## src/rtl/core/cbh_pkg.sv

```systemverilog
`timescale 1ns / 1ps
// ----------------------------------------------------------------------------
// cbh_pkg
// Shared types and constants for the character bigram histogram: class
// encoding, table geometry, request modes and the control structs that pass
// between the stream tracker, the count memory and the top level.
// ----------------------------------------------------------------------------
package cbh_pkg;

  // Character classes: 'a'..'z' are 0..25, everything else is space.
  localparam int unsigned NUM_CLASS   = 27;
  localparam int unsigned CLASS_W     = 5;
  localparam logic [CLASS_W-1:0] SPACE_CLASS = 5'd26;
  localparam logic [7:0] LOW_LETTER  = 8'd97;
  localparam logic [7:0] HIGH_LETTER = 8'd122;

  // Histogram table geometry.
  localparam int unsigned ENTRY_COUNT = NUM_CLASS * NUM_CLASS;
  localparam int unsigned ADDR_W      = $clog2(ENTRY_COUNT);
  localparam logic [ADDR_W-1:0] LAST_ADDR = ADDR_W'(ENTRY_COUNT - 1);
  localparam logic [ADDR_W-1:0] ROW_STRIDE = ADDR_W'(NUM_CLASS);

  // Counter and result widths.
  localparam int unsigned COUNT_WIDTH_DEF = 32;
  localparam int unsigned OUT_W           = 32;

  // Request modes.
  typedef enum logic [1:0] {
    MODE_CHAR  = 2'd0,
    MODE_EOT   = 2'd1,
    MODE_READ  = 2'd2,
    MODE_CLEAR = 2'd3
  } mode_t;

  // Table sweep state.
  typedef enum logic {
    ST_CLEAR = 1'b0,
    ST_RUN   = 1'b1
  } state_t;

  // Decoded operation for the request at the input.
  typedef struct packed {
    logic              bump;     // increment the entry at addr
    logic              is_read;  // read request
    logic              read_ok;  // read indices are inside the table
    logic [ADDR_W-1:0] addr;
  } stream_op_t;

  // Memory port control.
  typedef struct packed {
    logic              rd_en;
    logic [ADDR_W-1:0] rd_addr;
    logic              wr_en;
    logic [ADDR_W-1:0] wr_addr;
  } mem_ctl_t;

endpackage

```

## src/rtl/core/cbh_stream.sv

```systemverilog
`timescale 1ns / 1ps
// ----------------------------------------------------------------------------
// cbh_stream
// Tracks the text stream (previous class and first-character flag), decodes
// each request into a table operation and forms the table address.
// ----------------------------------------------------------------------------
module cbh_stream
  import cbh_pkg::*;
(
  input  logic         clk,
  input  logic         rst,
  input  logic         take,
  input  logic [1:0]   mode,
  input  logic [7:0]   char_code,
  input  logic [4:0]   read_row,
  input  logic [4:0]   read_col,
  output stream_op_t   op
);

  logic [CLASS_W-1:0] prev_class;
  logic [CLASS_W-1:0] prev_class_next;
  logic               have_first;
  logic               have_first_next;
  logic [CLASS_W-1:0] cls;
  logic [CLASS_W-1:0] row;
  logic [CLASS_W-1:0] col;
  mode_t              mode_e;

  assign mode_e = mode_t'(mode);

  // Map the byte to its class.
  always_comb begin
    if (char_code >= LOW_LETTER && char_code <= HIGH_LETTER) begin
      cls = CLASS_W'(char_code - LOW_LETTER);
    end else begin
      cls = SPACE_CLASS;
    end
  end

  // Decode the request and work out the next stream state.
  always_comb begin
    prev_class_next = prev_class;
    have_first_next = have_first;
    op.bump         = 1'b0;
    op.is_read      = 1'b0;
    op.read_ok      = 1'b0;
    row             = prev_class;
    col             = cls;
    unique case (mode_e)
      MODE_CHAR: begin
        if (!have_first) begin
          prev_class_next = cls;
          have_first_next = 1'b1;
        end else if (!(prev_class == SPACE_CLASS && cls == SPACE_CLASS)) begin
          op.bump         = 1'b1;
          prev_class_next = cls;
        end
      end
      MODE_EOT: begin
        // A trailing letter pairs with space.
        col = SPACE_CLASS;
        if (have_first && prev_class != SPACE_CLASS) begin
          op.bump = 1'b1;
        end
        have_first_next = 1'b0;
        prev_class_next = SPACE_CLASS;
      end
      MODE_READ: begin
        row        = read_row;
        col        = read_col;
        op.is_read = 1'b1;
        op.read_ok = (read_row <= SPACE_CLASS) && (read_col <= SPACE_CLASS);
      end
      MODE_CLEAR: begin
        // The table sweep is run by the top level.
      end
      default: begin
      end
    endcase
    // Table index is row * 27 + col.
    op.addr = ADDR_W'({{(ADDR_W-CLASS_W){1'b0}}, row} * ROW_STRIDE)
            + ADDR_W'(col);
  end

  // Stream state registers.
  always_ff @(posedge clk) begin
    if (rst) begin
      prev_class <= SPACE_CLASS;
      have_first <= 1'b0;
    end else if (take) begin
      prev_class <= prev_class_next;
      have_first <= have_first_next;
    end
  end

endmodule

```

## config.mk

```make
export PLATFORM = sky130hd
export DESIGN_NAME = cbh_stream
export DESIGN_NICKNAME = d
export VERILOG_FILES = /design/src/rtl/core/cbh_pkg.sv /design/src/rtl/core/cbh_stream.sv
export SDC_FILE = /design/constraint.sdc
export NUM_CORES = 1
export LEC_CHECK = 0
export BUFFER_PORTS_ARGS = -buffer_cell sky130_fd_sc_hd__buf_2
export CORE_MARGIN = 2
export CORE_UTILIZATION = 53
export DETAILED_ROUTE_END_ITERATION = 10
export PLACE_DENSITY_LB_ADDON = 0.08
export SYNTH_ARGS = -nofsm -noshare
export SYNTH_HDL_FRONTEND = slang
export SYNTH_SLANG_ARGS = --single-unit
```

## constraint.sdc

```tcl
create_clock -name clk -period 5.9 [get_ports clk]
set_input_delay 0.59 -clock clk [delete_from_list [all_inputs] [get_ports clk]]
set_output_delay 0.59 -clock clk [all_outputs]
set_load 0.05 [all_outputs]
```

# --- After elaboration in Yosys (flattened, before gate mapping) ---
# Cells that the tools add are included.
op_classes:
  n_shift: 0
  n_lt_le_gt_ge: 4
  eq_ne: 6
  bitwise_logic: 0
  n_addsub: 2
  reduce_logical: 8
  multipliers: 1
  mux: 12
  n_div: 0
ops:
  columns: ["cell", "count"]
  rows:
  - ["5-bit two-way mux", 4]
  - ["5-bit case mux with 2 select lines", 2]
  - ["10-bit by 5-bit adder with 10-bit output", 1]
  - ["5-bit equality test, second input constant", 2]
  - ["5-bit <= comparator, second input constant", 2]
  - ["5-bit by 5-bit multiplier with 10-bit output, second input constant", 1]
  - ["8-bit by 7-bit >= comparator with 1-bit output, second input constant", 1]
  - ["8-bit by 7-bit <= comparator with 1-bit output, second input constant", 1]
  - ["5-bit != test, second input constant", 1]
  - ["5-bit by 1-bit subtractor with 5-bit output, second input constant", 1]
  - ["1-bit logical AND", 4]
  - ["1-bit case mux with 2 select lines", 2]
  - ["1-bit two-way mux", 3]
  - ["3-bit != test, second input constant", 1]
  - ["3-bit AND reduction", 1]
  - ["2-bit by 1-bit equality test with 1-bit output, second input constant", 1]
  - ["2-bit equality test, second input constant", 1]
  - ["2-bit logical NOT", 1]
  - ["2-bit two-way mux", 1]
  - ["2-bit AND reduction", 1]
  - ["2-bit nonzero test", 1]
word_totals:
  mem_bits_rw: 0
  input_bits: 23
  latch_bits: 0
  mem_count: 0
  output_inout_bits: 13
  romBits: 0
  regBits: 6

# --- Depth between registers and ports, before layout ---
logic_depth:
  ltp_word: 8
  depth_mapped: 18

# --- Worst setup path after synthesis ---
# Ideal clock, no wire load.
synth_path:
  path_kind: "in2out"
  from: "input mode[0]"
  to: "output op[9] (netlist bit)"
  arrival_ns: 4.704
  path_buffers: 1
  setup_slack_ns: 0.606
  t_required_ns: 5.310
  stages: 14
  cell_sequence: "inv_1 -> ha_1 -> clkbuf_1 -> o21ai_0 -> ha_1 -> inv_1 -> fa_1 -> fa_1 -> inv_1 -> ha_1 -> o21ai_0 -> a21oi_1 -> o41ai_1 -> xnor2_1"
synth_rtl:
  columns: ["element", "line_no", "source"]
  rows:
  - ["start: declaration", "cbh_stream.sv:13", "input logic [1:0] mode,"]
  - ["end: declaration", "cbh_stream.sv:17", "output stream_op_t op"]

==> results_dict.tcl <==
set metrics [dict create \
    postCtsHoldBufs 0 \
    cts_root_buffer "clkbuf_4" \
    syn-num-nets 207 \
    slowest_delay_ns 0.45 \
    fin_skew_ns 0.004026 \
    drv_slew 0 \
    final_cells 213 \
    required_ns 5.31 \
    final_util 0.6717 \
    seq_area_frac_synth 0.09449 \
    dpl.cell_count 210 \
    globalRoute.totalOverflow 0 \
    use_met2 0.4396 \
    dp_hpwl_mm 2.415 \
    synthMuxAreaShare 0.02461 \
    setup_viol 0 \
    endpoint_kind "output pin" \
    core_area_mm2 0.002233 \
    tightestPinTransition_ns 0.6287 \
    status "completed" \
    setup_tns_ns 0 \
    path_class "in2out" \
    met1_usage 0.2561 \
    avgViaCountPerCell 5.399 \
    max_freq_mhz 188.3 \
    slew_headroom 0.5764 \
    cts_buffers 3 \
    ir_drop_v 0.0002539 \
    synth_warnings 0 \
    gr-max-usage-layer "met2" \
    ys_seq_elements 6 \
    cts_tree "built" \
    drive_gt1_frac 0.2324 \
    rsz0062_at_grt "false" \
    yosys.area_share.simple 0.1181 \
    postCtsSetupRepairBufs 0 \
    ys.flop_type "dfxtp_1" \
    drt_iter0_markers 10 \
    drc_errors 0 \
    io_pins 36 \
    antenna_cells 0 \
    ant_nets 0 \
    p_leak_nw 0.8115 \
    globalRouteMet3Util 0.005650 \
    grt_pass1_vias 1151 \
    multi_input_area_mm2 0.001039 \
    clkLatencyLatePin_ns 0.26 \
    cts_resized 0 \
    power_density_mw_per_mm2 273.9 \
    synthCells 148 \
    power_uw 410.9 \
    die_x_um 52.98 \
    hold_viol 0 \
    grt_max_degree 15 \
    fin_crit_ns 5.310 \
    hp-class "reg2reg" \
    seq_area_um2 120.1 \
    placementRows 17 \
    synth_xor_area_frac 0.06890 \
    areaGrowthSynthToFinish_pct 18.01 \
    h-tree-depth 1 \
    synth_cell_types 37 \
    avgSynthCellArea_um2 8.589 \
    layout_setup_ws_ns 0.5905 \
    layout.nets 246 \
    die-height_um 52.98 \
    fillers 210 \
    grt_pass1_wl_mm 4.761 \
    cp_max_fo 5 \
    gp_congestion 0.8589 \
    initial_utilization 0.5692 \
    synth_edf_count 0 \
    vias 1150 \
    cp.arrival_ns 4.72 \
    cp_common_cell "ha_1" \
    port_buffers 35 \
    path_clk_slew_ns 0.05 \
    wl_per_cell_um 12.65 \
    die_area_mm2 0.002806 \
    worst_path_max_delay_cell "fa_1" \
    path_cells "buf_2 -> inv_1 -> ha_1 -> or3b_1 -> o32ai_2 -> nor3_1 -> a21oi_1 -> fa_1 -> ha_1 -> ha_1 -> ha_1 -> a21oi_1 -> nor2b_1 -> o21ai_0 -> a21oi_1 -> o41ai_1 -> xnor2_1 -> buf_2" \
    antenna_found_initial 0 \
    grt_usage 0.2292 \
    synthAdderAreaFrac 0.4016 \
    cts_buffer_depth 2 \
    synth-compound-area-share 0.2037 \
    synth_top_family_by_area "adder cells" \
    drtPass1Iterations 4 \
    clock_sinks 6 \
    critPathLaunchType "primary input" \
    fin_crit_sh 0.8999 \
    wirelength_mm 2.695 \
    synth_area_mm2 0.001271 \
    dp_slack_ns 0.5804 \
    ys_async_sr_fraction 0 \
    drv_cap 0 \
]
logic make-up after synthesis:
group / after synthesis
fa+ha+maj: 36
compound gates: 34
buf+inv: 30
simple gates: 29
xor+xnor: 10
flops: 6
mux: 3
routing by layer:
metal | part of all wire | wire length, um | vias to the layer above
li1 | - | - | 587
met1 | 0.41 | 1117 | 542
met2 | 0.56 | 1501 | 16
met3 | 0.0093 | 25 | 5
met4 | 0.019 | 50 | 0
met5 | 0 | 0 | -
critical path, delay by kind of cell:
kind	cells	cell delay [ns]
compound gates	6	1.23
buf+inv	3	0.55
simple gates	3	0.62
fa+ha+maj	5	1.56
xor+xnor	1	0.16
report_power, final:
group	total [mW]	internal (mW)	leakage (nW)	switching (mW)
clock	0.0411	0.0232	0.0138	0.0179
combinational	0.328	0.0993	0.749	0.229
sequential	0.0415	0.0411	0.0486	0.000372
total	0.411	0.164	0.811	0.247
final cells by class:
class,count,share of cell area
clock buffer,3,0.01501
inverter,29,0.07256
multi-input combinational,112,0.6922
sequential,6,0.08007
tap,28,0.02335
timing repair buffer,35,0.1168
per-stage QoR:
| stage | area [um2] | hold slack [ns] |
|---|---|---|
| 3_3_place_gp | 1478 | 0.5016 |
| 6_report | 1500 | 0.5150 |
| 4_1_cts | 1500 | 0.5137 |
| 5_1_grt | 1500 | 0.5365 |
| 2_1_floorplan | 1271 | 0.4517 |
| 3_5_place_dp | 1478 | 0.5068 |
sequential cells by signal (all words and copies together) (netlist names):
signal,count
prev_class,5
have_first,1
synthesized netlist by cell type, types with 2 or more instances:
master / instances / area [um2]
mux2i_1: 2 / 20.02
ha_1: 28 / 350.3
a21oi_1: 11 / 55.05
fa_1: 8 / 160.2
nand2b_1: 2 / 12.51
nor3b_1: 2 / 15.01
xnor2_1: 6 / 52.55
nand2_1: 7 / 26.28
nor2_1: 8 / 30.03
a21o_1: 3 / 22.52
o21ai_0: 4 / 20.02
a2bb2oi_1: 3 / 26.28
dfxtp_1: 6 / 120.1
nor3_1: 3 / 15.01
xor2_1: 4 / 35.03
inv_1: 29 / 108.9
a32o_1: 2 / 20.02
cells in the final DEF (no fill, tap or decap), types with 2 or more instances in the layout:
| master | count |
|---|---|
| xnor2_1 | 6 |
| fa_1 | 8 |
| buf_2 | 35 |
| dfxtp_1 | 6 |
| a2bb2oi_1 | 3 |
| ha_1 | 28 |
| inv_1 | 29 |
| nor3b_1 | 2 |
| nand2b_1 | 2 |
| a21o_1 | 3 |
| nor2_1 | 8 |
| nand2_1 | 7 |
| o21ai_0 | 4 |
| xor2_1 | 4 |
| a32o_1 | 2 |
| nor3_1 | 3 |
| a21oi_1 | 11 |
| clkbuf_4 | 3 |
| mux2i_1 | 2 |
path summary, 6_finish.rpt:
| kind | start | endpoint | slack, ns | cells past startpoint |
|---|---|---|---|---|
| max | char_code[0] | op[9] | 0.59 | 18 |
| min | prev_class[4] | prev_class[4] | 0.52 | 1 |
| max reg2reg | prev_class[1] | prev_class[3] | 4.28 | 4 |
| min reg2reg | prev_class[4] | prev_class[4] | 0.52 | 1 |
No activity file was read; power rests on OpenSTA's default activity.
